## config.mk

```make
export PLATFORM = sky130hd
export DESIGN_NAME = plsa_cell
export DESIGN_NICKNAME = d
export VERILOG_FILES = /design/src/rtl/plsa_pkg.sv /design/src/rtl/plsa_cell.sv
export SDC_FILE = /design/constraint.sdc
export NUM_CORES = 1
export LEC_CHECK = 0
export ABC_CLOCK_PERIOD_IN_PS = 3100
export BUFFER_PORTS_ARGS = -buffer_cell sky130_fd_sc_hd__buf_2
export CAP_MARGIN = 10
export CORE_AREA = 2 2 105 76
export DETAILED_ROUTE_END_ITERATION = 7
export DIE_AREA = 0 0 107 78
export PLACE_DENSITY = 0.66
export SLEW_MARGIN = 20
export SYNTH_ARGS = -nofsm -noshare
export SYNTH_HDL_FRONTEND = slang
export SYNTH_SLANG_ARGS = --single-unit
export TNS_END_PERCENT = 30
```

## constraint.sdc

```tcl
create_clock -name i_clk -period 3.1 [get_ports i_clk]
set_clock_uncertainty 0.2 [all_clocks]
set_input_delay 0.465 -clock i_clk [delete_from_list [all_inputs] [get_ports i_clk]]
set_output_delay 0.465 -clock i_clk [all_outputs]
set_load 0.1 [all_outputs]
```

## src/rtl/plsa_pkg.sv

```systemverilog
package plsa_pkg;

    localparam int MODE_W       = 3;
    localparam int POS_W        = 7;
    localparam int VAL_W        = 32;
    localparam int LEN_W        = 7;
    localparam int ERR_W        = 2;
    localparam int CAPACITY_DEF = 64;
    localparam int CAPACITY_MAX = 1024;
    localparam int IDX_W        = $clog2(CAPACITY_MAX + 1);
    localparam int GRP_SIZE     = 8;

    typedef enum logic [MODE_W-1:0] {
        MODE_APPEND = 3'd0,
        MODE_REMOVE = 3'd1,
        MODE_INSERT = 3'd2,
        MODE_ERASE  = 3'd3,
        MODE_READ   = 3'd4,
        MODE_WRITE  = 3'd5
    } t_mode;

    typedef enum logic [ERR_W-1:0] {
        ERR_OK    = 2'd0,
        ERR_RANGE = 2'd1,
        ERR_FULL  = 2'd2,
        ERR_EMPTY = 2'd3
    } t_err;

    typedef enum logic [1:0] {
        CELL_HOLD,
        CELL_LOAD,
        CELL_SHIFT_UP,
        CELL_SHIFT_DOWN
    } t_cell_op;

    typedef struct packed {
        t_cell_op                op;
        logic                    rd;
        logic [IDX_W-1:0]        idx;
        logic signed [VAL_W-1:0] value;
    } t_cell_ctrl;

endpackage

```

## src/rtl/plsa_cell.sv

```systemverilog
module plsa_cell
    import plsa_pkg::*;
#(
    parameter int INDEX = 0
) (
    input  logic                    i_clk,
    input  t_cell_ctrl              i_ctrl,
    input  logic signed [VAL_W-1:0] i_left,
    input  logic signed [VAL_W-1:0] i_right,
    output logic signed [VAL_W-1:0] o_entry,
    output logic signed [VAL_W-1:0] o_tap
);

    localparam logic [IDX_W-1:0] MY_IDX = IDX_W'(INDEX);

    logic signed [VAL_W-1:0] r_entry;
    logic signed [VAL_W-1:0] n_entry;
    logic                    w_hit;
    logic                    w_above;

    assign w_hit   = (i_ctrl.idx == MY_IDX);
    assign w_above = (MY_IDX > i_ctrl.idx);

    always_comb begin
        n_entry = r_entry;
        unique case (i_ctrl.op)
            CELL_HOLD: begin
                n_entry = r_entry;
            end
            CELL_LOAD: begin
                if (w_hit) begin
                    n_entry = i_ctrl.value;
                end
            end
            CELL_SHIFT_UP: begin
                if (w_above) begin
                    n_entry = i_left;
                end else if (w_hit) begin
                    n_entry = i_ctrl.value;
                end
            end
            CELL_SHIFT_DOWN: begin
                if (w_above || w_hit) begin
                    n_entry = i_right;
                end
            end
            default: begin
                n_entry = r_entry;
            end
        endcase
    end

    always_ff @(posedge i_clk) begin
        r_entry <= n_entry;
    end

    assign o_entry = r_entry;
    assign o_tap   = (i_ctrl.rd && w_hit) ? r_entry : '0;

endmodule

```

Word-level counts from Yosys, hierarchy flattened
Cells that the tools add are included.
- multiplexer cells: 5
- equal/unequal tests: 4
- reduce and logical (&&, ||, !) cells: 5
- magnitude comparators: 1
- bitwise logic cells: 1
- operators by type and width (cell ; number):
    32-bit two-way mux ; 4
    32-bit case mux with 3 select lines ; 1
    1-bit by 11-bit > comparator with 1-bit output (first input constant) ; 1
    11-bit zero test ; 1
    2-bit == test (second input constant) ; 2
    2-bit by 1-bit == test with 1-bit output (second input constant) ; 1
    2-bit zero test ; 1
    2-bit != test (second input constant) ; 1
    2-bit AND reduction ; 1
    1-bit logical AND ; 1
    1-bit logical OR ; 1
    1-bit NOT ; 1
- output and inout port bits: 64
- bits in registers: 32

Logic depth before layout (Yosys ltp)
Gate-level depths: netlist of run 1.
- depth after elaboration: 4
- depth in mapped cells: 4

Worst setup path after synthesis of run 1
OpenSTA, ideal clock, no wires.
- path kind: in2reg
- start point: input port i_ctrl[44] (netlist name)
- end point: register r_entry[0] (netlist: o_entry[0]), enable pin
- slack: 0.129 ns
- cell stages on the path: 4
- setup time: 0.422 ns
- data arrival time: 2.349 ns
- path through: nand2_1 buf_2 a31oi_1 nor2_1
- word-level cells in the longest chain between the ends: 3
- elaborated cells on any way between the ends: 5
- classes of those cells: eq/ne (2); bitwise (1); reduce/logical (2)
- RTL lines (item ; line ; RTL):
    from (decl) ; plsa_cell.sv:7 ; input t_cell_ctrl i_ctrl,
    2-bit == test / 2-bit zero test (equally long branches) ; plsa_cell.sv:26 ; unique case (i_ctrl.op)
    2-bit != test (no source line) / 1-bit NOT (equally long branches) ; -- ;
    2-bit AND reduction (no source line) (*) ; -- ;
    to (signal assigned) ; plsa_cell.sv:54 ; r_entry <= n_entry;
    to (decl) ; plsa_cell.sv:16 ; logic signed [VAL_W-1:0] r_entry;
Mark *: on every way between the ends. The rest lies on a longest branch, timed or not.
A chain may end at the register's enable or synchronous reset.

Worst setup path after layout of run 1
- start point: input port i_ctrl[36] (netlist name)
- end point: output port o_tap[18]
- word-level cells in the longest chain between the ends: 3
- RTL lines (item ; line ; RTL):
    11-bit zero test ; plsa_cell.sv:21 ; assign w_hit = (i_ctrl.idx == MY_IDX);
    1-bit logical AND ; plsa_cell.sv:58 ; assign o_tap = (i_ctrl.rd && w_hit) ? r_entry : '0;
    32-bit two-way mux ; plsa_cell.sv:58 ;
    to (decl) ; plsa_cell.sv:11 ; output logic signed [VAL_W-1:0] o_tap
No other way between the ends.

==> results.md, run 1 <==
* Seq pwr share at 0.365
* Via density at 4.46
* Clock network fraction of design power at 0.255
* Cell Rows at 26
* Number of vias in the routed layout at roughly 1,700
* # IOs at 175
* DRC viols at 0
* Final hold slack at 0.282 ns
* Startpoint Class: input pin
* # port buffers at 142
* Post-CTS Resized at 0
* Max Cap Viol at 0
* Worst path required time at approximately 2.4 ns
* CP Capture Type: output port
* Die height at 78 um
* Pin count of the biggest net entering global routing at 33
* Placed Area at 0.00346 sq mm
* Critical setup path kind: input pin to output port
* Mapped cell area at 0.00216 sq mm
* First-pass GRT wire length at 8890 um
* Setup slack after layout at just over 0.5 ns
* Tcrit/Tclk final at 0.833
* RSZ-0062 raised after global routing: false
* Fin area at 0.00356 sq mm
* Area grow syn2layout at 65.1%
* Async S/R FF share, synth at 0
* Root Driver: clkbuf_8
* Initial DRC Count at 69
* Layout cell share with drive strength beyond 1 at 0.767
* Filler cells at 660
* Switching Fraction at 0.390
* Gr usage total at 0.135
* Initial Util at 0.298
* Grt ovf at 0
* Peak VDD IR at 0.254 mV
* Commonest cells post-synth: mux2_2 (34), and2_1 (32), edfxtp_1 (32)
* CTS Hold Bufs at 0
* CTS H-Tree Depth at 2
* Crit-path max FO at 32
* Tot Pwr at 1.56 mW
* Drt pass-1 iters at 6
* Worst hold path type: input pin to flip-flop
* Final Util at 0.491
* CTS Sinks at 32
* Ant diodes at 0
* Setup-failing EPs final at 0
* Max Clock Freq at between 300 and 400 MHz
* Pre-CTS WS at around 0.5 ns
* Post-Route WL at 5760 um
* Top_reg_cell synth: edfxtp_1
* Most common cell in the netlist: mux2_2
* Die X at roughly 110 um
* Num CTS Buffers at 5
* Avg Inst Size Synth at 14.8 sq um
* Synth top area cells: edfxtp_1 (45%), mux2_4 (21%), mux2_2 (18%)
* Logic pwr share at 0.379
* Setup bufs post-CTS at 0
* #FFs+latches synth at 32
* Worst skew pair latency at 0.27 ns
* Hold Violations, Final at 0
* Placer Congestion at between 0.7 and 0.8
* Relative slew slack at 0.605
* Fin crit period at 2.58 ns
* Synthesis Warnings at 0
* Placed cell count at 382
* Bufs on Longest Clock Path at 2
* Post-synthesis sequential area ratio at 0.445
* DP HPWL at approximately 4300 um
* Tightest Pin Transition at 0.593 ns
* Switching Power at 609 uW
* Yosys top cell area share at 0.445
* Antenna Nets Post-Route at 0
* Max FFs per register at 32
* Die area at 0.00835 sq mm
* Setup TNS at 0 ns
* Clk slew on worst S/H paths at around 0.070 ns
* Internal Power at about 950 uW
* Initial antenna violation count at 0
* Final non-filler cell total at 390
* Pwr per Cell Area at 438 mW/mm^2
* Post-synth net total at 257
* Vias in the first global route at 1,786
* Synth Instances at 146
* CTS tree: done
* WL per Instance at 14.8 um
* Core area at 0.00725 sq mm
* Nets@finish at 402
* Synth cell types at 14
* Post-synth EDFFs at 32
* Critical Path AT at 1.92 ns
* Static Leak at around 1.6 nW
* Slew Limit Fails at 0
* Status: complete, no violations
* Synth area leader: edfxtp_1
-- path summary, 6_finish.rpt --
path               start           to  slack (ns)  cells after the start
min            i_ctrl[4]   o_entry[4]        0.28                      2
max reg2reg   o_entry[3]   o_entry[3]        1.70                      2
min reg2reg  o_entry[14]  o_entry[14]        0.52                      2
max           i_ctrl[36]    o_tap[18]        0.52                      6
-- metal layers --
| layer | vias to the layer above | track usage | part of all wire | routed length [um] |
|---|---|---|---|---|
| met3 | 2 | 0.0462 | 0.092 | 531 |
| li1 | 829 | - | - | - |
| met4 | 0 | 0.0221 | 0.0021 | 12 |
| met2 | 93 | 0.230 | 0.46 | 2680 |
| met1 | 815 | 0.168 | 0.44 | 2540 |
| met5 | - | 0 | 0 | 0 |
-- power by group through the flow --
stage / clock network, mW / logic, mW / registers, mW
3_5_place_dp: 0 / 0.595 / 0.579
6_report: 0.398 / 0.592 / 0.570
5_1_grt: 0.428 / 0.615 / 0.578
4_1_cts: 0.416 / 0.596 / 0.570
2_1_floorplan: 0 / 0.139 / 0.909
3_3_place_gp: 0 / 0.587 / 0.576
-- critical path, cell delays in order --
cell and delay, ns:
buf_2 0.11, nor4_4 0.36, and4_1 0.25, buf_4 0.29
and2_1 0.24, buf_12 0.19
-- layout by cell type, fill, tap and decap left out --
cell type / netlist / final
buf_2: 3 / 110
mux2_2: 34 / 34
and2_1: 32 / 32
edfxtp_1: 32 / 32
buf_12: 0 / 32
mux2_4: 30 / 30
clkbuf_8: 0 / 5
buf_4: 0 / 5
nor4_4: 2 / 2
nand2_2: 0 / 1
nor3_2: 1 / 1
nand4_4: 1 / 1
and4_1: 1 / 1
a31oi_1: 1 / 1
nor2_1: 2 / 1
nor2_4: 0 / 1
clkbuf_1: 0 / 1
bufinv_16: 0 / 1
clkinv_2: 0 / 1
-- layout make-up --
class	instances	area (sq um)	area share
clock inverters	2	35.0	0.00983
flip-flops and latches	32	961	0.270
well taps	98	123	0.0344
multi-input cells	105	1140	0.321
clock buffers	6	72.6	0.0204
repair buffers	147	1230	0.345
-- cells by family after synthesis --
group,Yosys count,share of synthesized area
muxes,64,0.386
and+or+nand+nor,40,0.136
DFF,32,0.445
buffers and inverters,9,0.0296
AOI/OAI and AO/OA,1,0.00290
(Power assumes the default switching activity.)
==> inputs of run 2 (changes only) <==
--- a/config.mk
+++ b/config.mk
@@ -5,13 +5,13 @@
 export SDC_FILE = /design/constraint.sdc
 export NUM_CORES = 1
 export LEC_CHECK = 0
-export ABC_CLOCK_PERIOD_IN_PS = 3100
+export ABC_CLOCK_PERIOD_IN_PS = 2600
 export BUFFER_PORTS_ARGS = -buffer_cell sky130_fd_sc_hd__buf_2
 export CAP_MARGIN = 10
 export CORE_AREA = 2 2 105 76
 export DETAILED_ROUTE_END_ITERATION = 7
 export DIE_AREA = 0 0 107 78
-export PLACE_DENSITY = 0.66
+export PLACE_DENSITY = 0.64
 export SLEW_MARGIN = 20
 export SYNTH_ARGS = -nofsm -noshare
 export SYNTH_HDL_FRONTEND = slang
==> constraint.sdc (replaced) <==
create_clock -name i_clk -period 2.6 [get_ports i_clk]
set_clock_uncertainty 0.2 [all_clocks]
set_input_delay 0.39 -clock i_clk [delete_from_list [all_inputs] [get_ports i_clk]]
set_output_delay 0.39 -clock i_clk [all_outputs]
set_load 0.1 [all_outputs]
==> results.md, run 2 (synthesized netlist as in run 1, its figures left out) <==
* Setup-failing EPs final at 0
* Initial Util at 0.298
* Initial DRC Count at 74
* CTS Sinks at 32
* Critical setup path kind: input pin to output port
* Setup bufs post-CTS at 0
* Initial antenna violation count at 0
* Sequential cell area at around 960 sq um
* Relative slew slack at 0.676
* Most frequent cells in the layout: buf_2 (110), mux2_2 (34), and2_1 (32), edfxtp_1 (32), buf_12 (32)
* Status: complete, no violations
* Setup slack after layout at 0.275 ns
* Die X at between 100 and 150 um
* Drt pass-1 iters at 4
* Grt ovf at 0
* Clk slew on worst S/H paths at approximately 0.070 ns
* Ant diodes at 0
* Core area at 0.00725 sq mm
* Via density at 4.48
* Crit-path max FO at 17
* Worst-path cell chain: buf_2 -> nor4_4 -> and4_1 -> buf_4 -> and2_1 -> buf_12
* Area grow syn2layout at 64.7%
* Die height at 78 um
* Reg-to-Reg End: o_entry[26]
* Gr usage total at 0.139
* Max FFs per register at 32
* DRC viols at 0
* Bufs on Longest Clock Path at 2
* Worst hold path type: input pin to flip-flop
* CP Capture Type: output port
* # port buffers at 142
* Pre-CTS WS at 0.254 ns
* Hold Violations, Final at 0
* Critical Path Start: i_ctrl[36]
* Worst path required time at between 2 and 2.5 ns
* Max Cap Viol at 0
* Cell Rows at 26
* Reg-to-Reg Start: o_entry[26]
* Hold endpoint: o_entry[7]
* Num CTS Buffers at 5
* Post-CTS Resized at 0
* DP HPWL at 4580 um
* CTS tree: done
* Max Clock Freq at 430 MHz
* R2R setup slack at 1.19 ns
* Vias in the first global route at 1,821
* Reg2Reg Depth at 2
* Startpoint Class: input pin
* Nets@finish at 405
* Pin count of the biggest net entering global routing at 18
* Fin crit period at 2.32 ns
* Placer Congestion at around 0.7
* Commonest non-fill, non-tap cell in the layout: buf_2
* Fin area at 0.00355 sq mm
* Slowest cell on crit path: nor4_4
* Critical Path AT at about 1.7 ns
* Seq pwr share at 0.391
* # IOs at 175
* Placed Area at 0.00348 sq mm
* Placed cell count at 385
* Final non-filler cell total at about 390
* Hold_sp: i_ctrl[7]
* Setup TNS at 0 ns
* Area of the multi-input gates at approximately 0.0011 sq mm
* Clock network fraction of design power at 0.204
* Logic pwr share at 0.405
* Tcrit/Tclk final at 0.894
* Peak VDD IR at 0.242 mV
* Critical Path Max Stage Delay at 0.37 ns
* CTS H-Tree Depth at 2
* WL per Instance at 14.7 um
* First-pass GRT wire length at roughly 9000 um
* Filler cells at 649
* Worst skew pair latency at around 0.27 ns
* Pwr per Cell Area at 490 mW/mm^2
* Slew Limit Fails at 0
* Hold path depth at 2
* Switching Power at ~710 uW
* RSZ-0062 raised after global routing: false
* Post-Route WL at 5770 um
* Die area at 0.00835 sq mm
* CTS Hold Bufs at 0
* Number of vias in the routed layout at 1,755
* Static Leak at 1.64 nW
* Internal Power at 1.03 mW
* Switching Fraction at 0.410
* Root Driver: clkbuf_8
* Tightest Pin Transition at 0.489 ns
* Antenna Nets Post-Route at 0
* Layout cell share with drive strength beyond 1 at 0.765
## run 2: changes by cell type in the layout (fill, tap and decap cells not counted), sizes merged
cell / delta
buf: +3
bufinv: -1
clkbuf: -1
clkinv: +1
## run 2: layer usage
metal | wire (um) | up-vias | global-route usage
li1 | - | 830 | -
met1 | 2370 | 832 | 0.167
met2 | 2720 | 91 | 0.230
met3 | 645 | 2 | 0.0588
met4 | 33 | 0 | 0.0351
met5 | 0 | - | 0
## run 2: worst max-delay path by stage
stage	end	slack (ns)	cells after the start
global route	o_tap[10]	0.16	6
floorplan	o_tap[10]	0.07	4
detailed placement	o_tap[26]	0.25	6
finish	o_tap[26]	0.28	6
global placement	o_tap[12]	0.29	6
CTS	o_tap[26]	0.24	6
## run 2: area by class of cell
type / instances / area share
multi-input combinational: 105 / 0.322
timing repair buffer: 150 / 0.352
tap: 98 / 0.0345
sequential: 32 / 0.270
clock buffer: 5 / 0.0194
clock inverter: 2 / 0.00211
## run 2: worst max-delay path: cells and delay by family
family / cells / cell delay, ns
buffers and inverters: 3 / 0.50
and+or+nand+nor: 3 / 0.83
## run 2: power by group through the flow
stage          combinational [mW]  sequential [mW]  clock (mW)
3_3_place_gp                0.699            0.689           0
4_1_cts                     0.710            0.682       0.382
5_1_grt                     0.733            0.691       0.402
2_1_floorplan               0.167             1.08           0
6_report                    0.706            0.681       0.355
3_5_place_dp                0.709            0.692           0
## run 2: metrics by stage
step,hold WS [ns],util,total power [mW]
2_1_floorplan,0.408,-,1.25
4_1_cts,0.199,0.490,1.77
6_report,0.212,0.490,1.74
3_3_place_gp,0.491,0.479,1.39
5_1_grt,0.199,0.490,1.83
3_5_place_dp,0.494,0.479,1.40
==> inputs of run 3 (changes only) <==
--- a/config.mk
+++ b/config.mk
@@ -12,7 +12,7 @@
 export DETAILED_ROUTE_END_ITERATION = 7
 export DIE_AREA = 0 0 107 78
 export PLACE_DENSITY = 0.64
-export SLEW_MARGIN = 20
+export RECOVER_POWER = 25
 export SYNTH_ARGS = -nofsm -noshare
 export SYNTH_HDL_FRONTEND = slang
 export SYNTH_SLANG_ARGS = --single-unit
==> results.md, run 3 (synthesized netlist as in run 1, its figures left out) <==
* Nets@finish at 405
* Relative slew slack at 0.220
* Critical Path Max Stage Delay at 0.37 ns
* Max Clock Freq at 430 MHz
* Worst path required time at 2.01 ns
* CTS tree: done
* Slowest cell on crit path: nor4_4
* Max FFs per register at 32
* Commonest non-fill, non-tap cell in the layout: buf_2
* Hold Violations, Final at 0
* Pwr per Cell Area at 492 mW/mm^2
* Placer Congestion at 0.693
* Die area at 0.00835 sq mm
* Cell Rows at 26
* Root Driver: clkbuf_8
* Area grow syn2layout at 62.8%
* CTS Sinks at 32
* CTS H-Tree Depth at 2
* Static Leak at approximately 1.5 nW
* # port buffers at 142
* Switching Power at 717 uW
* Num CTS Buffers at 5
* First-pass GRT wire length at about 9000 um
* Worst-path cell chain: buf_2 -> nor4_4 -> and4_1 -> buf_4 -> and2_1 -> buf_12
* Pin count of the biggest net entering global routing at 18
* Initial Util at 0.298
* DRC viols at 0
* Initial DRC Count at 71
* CP Capture Type: output port
* Tightest Pin Transition at 1.17 ns
* Internal Power at 1.01 mW
* Tcrit/Tclk final at 0.894
* Post-Route WL at 5820 um
* Initial antenna violation count at 0
* Critical setup path kind: input pin to output port
* WP buf/inv at 3
* # IOs at around 180
* Crit-path leading delay family: simple AND/OR/NAND/NOR gates
* Filler cells at 665
* Clk slew on worst S/H paths at 0.07 ns
* Setup TNS at 0 ns
* WL per Instance at 14.9 um
* Critical Path AT at 1.73 ns
* Fin crit period at 2.32 ns
* DP HPWL at roughly 4600 um
* Ant diodes at 0
* Worst skew pair latency at between 0.2 and 0.3 ns
* Gr usage total at 0.139
* Die X at roughly 110 um
* Number of vias in the routed layout at 1,754
* Status: complete, no violations
* Post-CTS Resized at 0
* Peak VDD IR at 0.238 mV
* Slew Limit Fails at 0
* Core area at ~0.0073 sq mm
* Die height at ~80 um
* Setup-failing EPs final at 0
* Max Cap Viol at 0
* Seq pwr share at 0.395
* Drt pass-1 iters at 4
* Startpoint Class: input pin
* Bufs on Longest Clock Path at 2
* Tot Pwr at 1.73 mW
* Most frequent cells in the layout: buf_2 (78), mux2_2 (34)
* Worst hold path type: input pin to flip-flop
* Antenna Nets Post-Route at 0
* Crit-path max FO at 17
* Via density at 4.47
* RSZ-0062 raised after global routing: false
* Setup bufs post-CTS at 0
* Layout cell share with drive strength beyond 1 at 0.656
* Grt ovf at 0
* CTS Hold Bufs at 0
* Vias in the first global route at 1,821
* Logic pwr share at 0.400
* Clock network fraction of design power at 0.206
* Switching Fraction at 0.415
==> run 3: cell count changes in the layout (fill, tap and decap cells not counted), sizes merged <==
cell    before  now
buf        150  118
clkbuf       5   37
==> run 3: metal layers <==
metal / share of wire / track usage / vias up / routed length (um)
met5: 0 / 0 / - / 0
met4: 0.0057 / 0.0351 / 0 / 33
met3: 0.11 / 0.0588 / 2 / 638
met2: 0.47 / 0.230 / 89 / 2720
met1: 0.42 / 0.167 / 833 / 2430
li1: - / - / 830 / -
==> run 3: stage by stage <==
stage          std cells  area [sq um]  hold slack (ns)  utilization  worst slack [ns]
2_1_floorplan        146          2160            0.408            -            0.0710
5_1_grt              392          3510            0.199        0.484             0.159
6_report             392          3510            0.211        0.484             0.275
3_3_place_gp         385          3480            0.491        0.479             0.291
4_1_cts              392          3550            0.199        0.490             0.243
3_5_place_dp         385          3480            0.494        0.479             0.254
==> run 3: final timing paths <==
check              start           to  slack (ns)  cells after the start
max           i_ctrl[36]    o_tap[26]        0.28                      6
min            i_ctrl[7]   o_entry[7]        0.21                      2
max reg2reg  o_entry[26]  o_entry[26]        1.19                      2
min reg2reg  o_entry[29]  o_entry[29]        0.54                      2
==> run 3: layout make-up <==
cell class / count / area (sq um) / share of cell area
repair buffers: 150 / 1210 / 0.345
multi-input cells: 105 / 1140 / 0.325
flip-flops and latches: 32 / 961 / 0.273
well taps: 98 / 123 / 0.0349
clock buffers: 5 / 68.8 / 0.0196
clock inverters: 2 / 7.51 / 0.00214
==> run 3: power groups by stage <==
stage,clock network (mW),logic [mW],registers [mW]
2_1_floorplan,0,0.167,1.08
3_3_place_gp,0,0.699,0.689
3_5_place_dp,0,0.709,0.692
4_1_cts,0.382,0.710,0.682
5_1_grt,0.402,0.717,0.693
6_report,0.356,0.691,0.682
==> run 3: worst register-to-register path, cell delays in order, from the launching register on <==
cell	delay, ns
edfxtp_1	0.43
mux2_2	0.29
mux2_4	0.25
